$ cat config.mk
export PLATFORM = sky130hd
export DESIGN_NAME = drpr_div_cell
export DESIGN_NICKNAME = d
export VERILOG_FILES = /design/src/rtl/drpr_pkg.sv /design/src/rtl/drpr_div_cell.sv
export SDC_FILE = /design/constraint.sdc
export NUM_CORES = 1
export LEC_CHECK = 0
export BUFFER_PORTS_ARGS = -buffer_cell sky130_fd_sc_hd__buf_2
export CORE_AREA = 8 8 158 160
export DETAILED_ROUTE_END_ITERATION = 7
export DIE_AREA = 0 0 166 168
export GPL_ROUTABILITY_DRIVEN = 0
export PLACE_DENSITY = 0.84
export SETUP_SLACK_MARGIN = 0.5
export SYNTH_ARGS = -nofsm -noshare
export SYNTH_HDL_FRONTEND = slang
export SYNTH_SLANG_ARGS = --single-unit
$ cat constraint.sdc
create_clock -name aclk -period 3.7 [get_ports aclk]
set_input_delay 0.74 -clock aclk [delete_from_list [all_inputs] [get_ports aclk]]
set_output_delay 0.74 -clock aclk [all_outputs]
set_load 0.02 [all_outputs]
$ cat src/rtl/drpr_pkg.sv
package drpr_pkg;

    localparam int DEN_W  = 50;
    localparam int DVS_W  = 49;
    localparam int QUO_W  = 61;
    localparam int NUM_W  = 33;
    localparam int SHR_W  = 66;
    localparam int PIX_W  = 12;
    localparam int DISP_W = 16;
    localparam int CFG_W  = 32;
    localparam int LIM_W  = 31;

    localparam int MAX_COLS_DEF = 4096;
    localparam int MAX_ROWS_DEF = 4096;

    localparam logic signed [31:0] FOCAL_RST = 32'sd274122;
    localparam logic signed [31:0] IBASE_RST = 32'sd833244;
    localparam logic signed [31:0] DOFF_RST  = 32'sd0;
    localparam logic signed [31:0] CX_RST    = -32'sd166483;
    localparam logic signed [31:0] CY_RST    = -32'sd127322;
    localparam logic [LIM_W-1:0]   LIMIT_RST = 31'd3145728;

    typedef enum logic [2:0] {
        REG_FOCAL = 3'd0,
        REG_IBASE = 3'd1,
        REG_DOFF  = 3'd2,
        REG_CX    = 3'd3,
        REG_CY    = 3'd4,
        REG_LIMIT = 3'd5
    } cfg_idx_t;

    typedef struct packed {
        logic             valid;
        logic [DVS_W-1:0] dvs;
        logic [DVS_W-1:0] rem;
        logic [QUO_W-1:0] quo;
        logic             neg;
        logic [PIX_W-1:0] col;
        logic [PIX_W-1:0] row;
    } div_t;

endpackage

$ cat src/rtl/drpr_div_cell.sv
module drpr_div_cell (
    input  logic           aclk,
    input  logic           aresetn,
    input  logic           en,
    input  logic           lead,
    input  drpr_pkg::div_t cell_in,
    output drpr_pkg::div_t cell_out
);

    drpr_pkg::div_t             cell_reg;
    drpr_pkg::div_t             cell_next;
    logic [drpr_pkg::DVS_W:0]   rem_sh;
    logic                       ge;

    always_comb begin
        rem_sh    = {cell_in.rem, lead};
        ge        = rem_sh >= {1'b0, cell_in.dvs};
        cell_next = cell_in;
        if (ge) begin
            cell_next.rem = drpr_pkg::DVS_W'(rem_sh - {1'b0, cell_in.dvs});
        end else begin
            cell_next.rem = rem_sh[drpr_pkg::DVS_W-1:0];
        end
        cell_next.quo = {cell_in.quo[drpr_pkg::QUO_W-2:0], ge};
    end

    always_ff @(posedge aclk) begin
        if (!aresetn) begin
            cell_reg <= '0;
        end else if (en) begin
            cell_reg <= cell_next;
        end
    end

    assign cell_out = cell_reg;

endmodule

==> summary.md, run 1 <==
| Metric | Value |
|---|---|
| Initial antenna violation count | `4` |
| P_int | `3.873 mW` |
| Startpoint types | `primary input` |
| Max stage delay on crit path | `0.49 ns` |
| Unrepaired setup endpoints after global routing | `yes` |
| Flop pwr share | `0.372` |
| Async SR Flop Fraction | `0` |
| I/O pin cnt | `374` |
| Area leader, netlist | `dfxtp_1` |
| Outcome | `finished, final reports clean` |
| Final ANT Viol Nets | `0` |
| #FFs+latches synth | `185` |
| CORE AREA | `22,370 um2` |
| Worst-Margin Slew | `0.6899 ns` |
| Vias in the first global route | `10,123` |
| Routed wire length | `36,640 um` |
| Crit path DAT | `3.66 ns` |
| Synthesis Warnings | `0` |
| Final Max Tran Viols | `0` |
| Critical path buffers and inverters | `8` |
| Sw power | `2.048 mW` |
| Post-synth EDFFs | `0` |
| Clock latency on the worst-skew pair | `0.44 ns` |
| Peak supply drop | `0.3464 mV` |
| Global route overflow | `0` |
| Root Buffer | `clkbuf_16` |
| Share of layout cells above drive strength 1 | `0.3629` |
| Layout area overhead | `37.42%` |
| Slew HR | `0.5401` |
| Max-cap violations | `0` |
| Mapped Area | `10,210 um2` |
| Core Util, Final | `0.6275` |
| Crit Path Category | `primary input to flop` |
| Drt first pass iters | `6` |
| Die width | `166 um` |
| Row count | `55` |
| Initial Utilization | `0.4566` |
| Final hold violations | `0` |
| Sw Share | `0.3459` |
| # setup viols final | `0` |
| CTS Buffer Depth | `2` |
| Leak | `6.898 nW` |
| Residual DRC | `0` |
| Power Dens Cells | `421.9 nW/um2` |
| Slowest-stage cell, CP | `nor4_1` |
| Die area | `27,890 um2` |
| Htree depth | `4` |
| CP Capture Type | `flop` |
| Global Route Usage Sum | `0.2383` |
| Fin nets | `1,791` |
| Fin crit share | `0.9037` |
| Height of the die | `168 um` |
| Top cell by count, worst path | `buf_4` |
| Synth top area share | `0.3627` |
| Clock Power Share | `0.326` |
| Top_reg_cell synth | `dfxtp_1` |
| Hpwl dp | `26,640 um` |
| First DRT Iteration DRCs | `927` |
| Max FFs per register | `185` |
| Via density per instance | `5.540` |
| TritonCTS Buffers | `17` |
| Pwr Total | `5.920 mW` |
| CTS sink count | `185` |
| Critical path peak fanout | `8` |
| Syn_nets | `1,400` |
| Crit path time final | `3.344 ns` |
| Fmax | `299.1 MHz` |
| Top cells by area, synth | `dfxtp_1 (36%), mux2i_1 (15%), nor2b_1 (8.5%)` |
| Yosys cell types | `59` |
| Clock skew | `0 ns` |
| Cells after synthesis | `1,161` |
| Comb pwr share | `0.302` |
| Hold Path Class | `flop to flop` |
| First-pass GRT wire length | `54,060 um` |
| Top delay family on crit path | `buffers and inverters` |
| Quantity of I/O buffers inserted on ports | `372` |
| TritonCTS clock tree | `done` |
| Seq/Total Area, Yosys | `0.3627` |
| Avg WL per Cell | `19.77 um` |
| Largest net degree at the start of global routing | `99` |
| Worst-path clk slew | `0.08 ns` |
| CP cell instances | `buf_2, inv_1, ha_1, nand2_1, nor4_1, buf_4, nand4_1, o21ai_0, a211oi_4, buf_4, buf_12, buf_12, buf_16, buf_4, a21oi_2, a21oi_2` |
| Critical Path RT | `4.01 ns` |
| Syn_area_per_cell | `8.796 um2` |
| DR vias | `10,266` |
## per-stage QoR
step	instances	setup WS [ns]	hold slack [ns]	cell area, um2	setup TNS [ns]
after floorplan	1161	0.1463	0.5444	10260	0
after global placement	1789	-0.06897	0.4562	12570	-1.338
after detailed placement	1789	-0.1326	0.4612	12570	-3.395
after CTS	1834	0.3948	0.4781	13420	0
after global routing	1853	0.2804	0.4931	14030	0
final	1853	0.3564	0.4799	14030	0
## metal layers
metal  up-vias  wire length (um)  global-route usage
met5         -                13                   0
met1      4784             15090              0.2820
met3       129              2197             0.05098
met4         2              1604              0.1071
li1       4846                 -                   -
met2       505             17730              0.4102
## cells in the final DEF (no fill, tap or decap), types with 24 or more instances in the layout
cell type	Yosys	layout
dfxtp_1	185	185
buf_2	5	368
inv_1	64	62
a21oi_1	114	90
nor2_1	51	38
nor2b_1	139	139
a21oi_2	1	24
xnor2_1	27	27
mux2i_1	154	147
ha_1	49	40
nand2_1	49	48
buf_4	2	55
o21ai_0	68	63
## layout make-up
class	instances	area (um2)
repair buffers	445	2658
well taps	285	356.6
multi-input cells	839	6446
fillers	1769	8332
diodes	3	7.507
flip-flops and latches	185	3704
clock inverters	14	180.2
clock buffers	18	429.2
inverters	64	252.7
## worst paths after layout
path / startpoint / endpoint / slack, ns / cells past startpoint
min: cell_out[130]$_SDFFE_PN0P_ / cell_out[130]$_SDFFE_PN0P_ / 0.48 / 2
max: cell_in[159] / cell_out[95]$_SDFFE_PN0P_ / 0.36 / 16
max reg2reg: cell_out[132]$_SDFFE_PN0P_ / cell_out[132]$_SDFFE_PN0P_ / 2.87 / 3
min reg2reg: cell_out[130]$_SDFFE_PN0P_ / cell_out[130]$_SDFFE_PN0P_ / 0.48 / 2
## synthesized netlist by cell type, drive strengths merged, types with 4 or more instances
library cell  instances
nand3b                4
o21ai                73
xnor2                27
xor2                 12
nand2                49
a41oi                 4
inv                  64
nor2                 51
o31ai                 5
mux2i               154
a21oi               115
clkbuf               52
o211ai                8
o21bai               12
nor2b               139
and2                  6
nand3                 9
nand2b                4
dfxtp               185
a311oi                4
and3                  8
nand4                14
ha                   49
a31oi                 8
buf                  21
a21o                 20
a211oi               11
nor4                  4
o21a                  5
o211a                 7
nor3                 10
## worst min-delay path, cell delays in order, from the launching register on
cell and delay [ns]:
dfxtp_1 0.31, nand2_1 0.06, o22ai_1 0.07
## power groups by stage
stage	registers (mW)	clock network [mW]	logic [mW]
floorplan	2.42	0	0.805
global placement	2.24	0	1.49
detailed placement	2.24	0	1.52
CTS	2.20	1.95	1.59
global route	2.22	2.02	1.91
finish	2.20	1.93	1.79
## cells by family (layout without fill, tap and decap cells)
kind of cell    Yosys count  in the layout  share of synthesized area
compound gates          290            290                     0.1762
xor+xnor                 39             39                    0.03345
fa+ha+maj                50             50                    0.06199
buf+inv                 137            541                    0.05170
flops                   185            185                     0.3627
mux                     157            157                     0.1543
other cells               0              3                          0
simple gates            303            303                     0.1598
## timing repair
item | CTS | global route
cloned | 3 | 3
buffers inserted | 10 | 13
gates resized for setup | 19 | 108
endpoints found under the setup margin | 50 | 50
pin swaps | 10 | 50
endpoints found under the hold margin | 0 | 0
hold buffers | 0 | 0
(Power assumes the default switching activity.)
==> run 2, diff against run 1 <==
--- a/config.mk
+++ b/config.mk
@@ -6,11 +6,12 @@
 export NUM_CORES = 1
 export LEC_CHECK = 0
 export BUFFER_PORTS_ARGS = -buffer_cell sky130_fd_sc_hd__buf_2
-export CORE_AREA = 8 8 158 160
+export CAP_MARGIN = 10
+export CORE_AREA = 8 8 152 154
 export DETAILED_ROUTE_END_ITERATION = 7
-export DIE_AREA = 0 0 166 168
+export DIE_AREA = 0 0 160 162
 export GPL_ROUTABILITY_DRIVEN = 0
-export PLACE_DENSITY = 0.84
+export PLACE_DENSITY = 0.86
 export SETUP_SLACK_MARGIN = 0.5
 export SYNTH_ARGS = -nofsm -noshare
 export SYNTH_HDL_FRONTEND = slang
==> constraint.sdc (replaced) <==
create_clock -name aclk -period 3.2 [get_ports aclk]
set_input_delay 0.64 -clock aclk [delete_from_list [all_inputs] [get_ports aclk]]
set_output_delay 0.64 -clock aclk [all_outputs]
set_load 0.02 [all_outputs]
==> summary.md, run 2 (synthesized netlist as in run 1, its figures left out) <==
| Metric | Value |
|---|---|
| Via density per instance | `5.538 (about the same)` |
| First-pass GRT wire length | `55,650 um (+2.9%)` |
| Sw Share | `0.3397 (-0.006130)` |
| Row count | `53 (-3.6%)` |
| HP Start | `cell_in[9]` |
| Multi-input gate area | `6152 um2 (-4.6%)` |
| DR vias | `10,682 (+4.1%)` |
| CORE AREA | `20,690 um2 (-7.5%)` |
| Fin nets | `1,878 (+4.9%)` |
| Slew HR | `0.6377 (+0.09760)` |
| Final ANT Viol Nets | `0 (unchanged)` |
| Outcome | `finished, final reports clean` |
| Final hold violations | `0 (unchanged)` |
| Share of layout cells above drive strength 1 | `0.3668 (+0.003889)` |
| Commonest non-fill, non-tap cell in the layout | `buf_2` |
| Die width | `160 um (-3.6%)` |
| Clock skew | `0 ns (unchanged)` |
| Residual DRC | `0 (unchanged)` |
| Flop pwr share | `0.374 (+0.002)` |
| First DRT Iteration DRCs | `1,088 (+17%)` |
| Crit path time final | `3.195 ns` |
| Vias in the first global route | `10,600 (+4.7%)` |
| Final Max Tran Viols | `0 (unchanged)` |
| Height of the die | `162 um (-3.6%)` |
| Clock latency on the worst-skew pair | `0.44 ns (about the same)` |
| Comb pwr share | `0.303 (about the same)` |
| Crit Path Category | `primary input to flop` |
| Clock Power Share | `0.323 (-0.003)` |
| Crit path DAT | `3.50 ns (-0.16 ns)` |
| Critical path peak fanout | `4 (-4)` |
| # setup viols final | `0 (unchanged)` |
| CTS sink count | `185 (unchanged)` |
| Drt first pass iters | `5 (-1)` |
| Max layer used | `met4` |
| Largest net degree at the start of global routing | `122 (+23%)` |
| I/O pin cnt | `374 (unchanged)` |
| Crit path launch | `lead` |
| Most frequent cells in the layout | `buf_2 (369), dfxtp_1 (185), buf_4 (150)` |
| Post-CTS Hold Buffers | `0 (unchanged)` |
| Fin crit share | `0.9984` |
| Initial antenna violation count | `2 (-2)` |
| Filler instances | `1,522 (-14%)` |
| Root Buffer | `clkbuf_16` |
| Post-Route M1 WL | `14,460 um (-4.2%)` |
| Avg WL per Cell | `19.08 um (-3.5%)` |
| Met3 wire length | `2847 um (+30%)` |
| Hpwl dp | `27,740 um (+4.1%)` |
| Die area | `25,920 um2 (-7.1%)` |
| Hold Path Class | `primary input to flop` |
| Critical Path RT | `3.50 ns (-0.51 ns)` |
| P_int | `4.502 mW (+16%)` |
| Layout Cells excl Fill | `1,929 (+4.1%)` |
| Fmax | `313.0 MHz` |
| Met2 routed WL | `18,020 um (+1.6%)` |
| CTS Buffer Depth | `2 (unchanged)` |
| Global route overflow | `0 (unchanged)` |
| Power Dens Cells | `478.6 nW/um2 (+13%)` |
| Max FFs per register | `185 (unchanged)` |
| CP Capture Type | `flop` |
| Flip-flop and latch area | `3704 um2 (unchanged)` |
| Unrepaired setup endpoints after global routing | `yes` |
| Worst-path clk slew | `0.08 ns (about the same)` |
| Final TNS setup | `0 ns (unchanged)` |
| Startpoint types | `primary input` |
| Initial Utilization | `0.4936 (+0.03697)` |
| Layout area overhead | `39.52%` |
| R2r startpoint | `cell_out[132]$_SDFFE_PN0P_` |
| Sw power | `2.317 mW (+13%)` |
| Quantity of I/O buffers inserted on ports | `372 (unchanged)` |
| Pwr Total | `6.819 mW (+15%)` |
| Global Route Usage Sum | `0.2627 (+0.02436)` |
| Routed wire length | `36,800 um (+0.45%)` |
| TritonCTS Buffers | `17 (unchanged)` |
| TritonCTS clock tree | `done` |
| Post-placement cell count | `1,874 (+4.8%)` |
| Worst-Margin Slew | `0.5435 ns (-0.1464 ns)` |
| Peak supply drop | `0.3656 mV (+5.6%)` |
| Leak | `7.249 nW (+5.1%)` |
| Htree depth | `4 (unchanged)` |
| Max-cap violations | `0 (unchanged)` |
## run 2: worst max-delay path: stages
cell	delay (ns)
buf_12	0.11
inv_12	0.04
ha_4	0.11
inv_2	0.04
fa_2	0.36
a21oi_4	0.16
o21ai_2	0.09
a2111oi_4	0.35
o21ai_2	0.11
buf_4	0.15
buf_4	0.13
buf_6	0.11
a311oi_2	0.24
buf_4	0.18
o21ai_4	0.07
a211oi_1	0.28
a31oi_1	0.08
o21ai_1	0.17
a211oi_1	0.08
## run 2: final cells by class
cell class              instances  share of cell area
inverters                      64             0.01774
clock inverters                14             0.01247
flip-flops and latches        185              0.2599
multi-input cells             839              0.4318
clock buffers                  18             0.03012
repair buffers                532              0.2235
diodes                          2           0.0003512
well taps                     275             0.02415
## run 2: per-layer routing
metal | track usage | vias up
met2 | 0.4507 | 565
met5 | 0 | -
met1 | 0.3037 | 4974
li1 | - | 5021
met3 | 0.06606 | 122
met4 | 0.1215 | 0
## run 2: power groups by stage
stage / sequential, mW / clock (mW) / combinational [mW]
global placement: 2.59 / 0 / 1.85
detailed placement: 2.60 / 0 / 1.90
floorplan: 2.80 / 0 / 0.931
finish: 2.55 / 2.21 / 2.06
CTS: 2.55 / 2.22 / 1.97
global route: 2.56 / 2.31 / 2.21
## run 2: timing repair
action	in CTS	in global routing
pin swaps	21	10
endpoints found under the setup margin	50	50
buffers inserted	12	9
resized for setup	28	15
## run 2: metrics by stage
| step | setup slack [ns] | utilization | instance area, um2 | hold slack, ns |
|---|---|---|---|---|
| CTS | 0.02090 | 0.6814 | 14100 | 0.4448 |
| global placement | -0.4616 | 0.6422 | 13290 | 0.4531 |
| floorplan | -0.2537 | - | 10260 | 0.5444 |
| global route | -0.1189 | 0.6887 | 14250 | 0.4433 |
| detailed placement | -0.6458 | 0.6422 | 13290 | 0.4648 |
| finish | 0.005199 | 0.6887 | 14250 | 0.4505 |
## run 2: worst paths after layout
path / to / slack (ns) / cells after the start
worst min-delay path: cell_out[9]$_SDFFE_PN0P_ / 0.45 / 3
worst max register to register: cell_out[132]$_SDFFE_PN0P_ / 2.35 / 3
worst min register to register: cell_out[130]$_SDFFE_PN0P_ / 0.48 / 2
worst max-delay path: cell_out[128]$_SDFFE_PN0P_ / 0.005 / 19
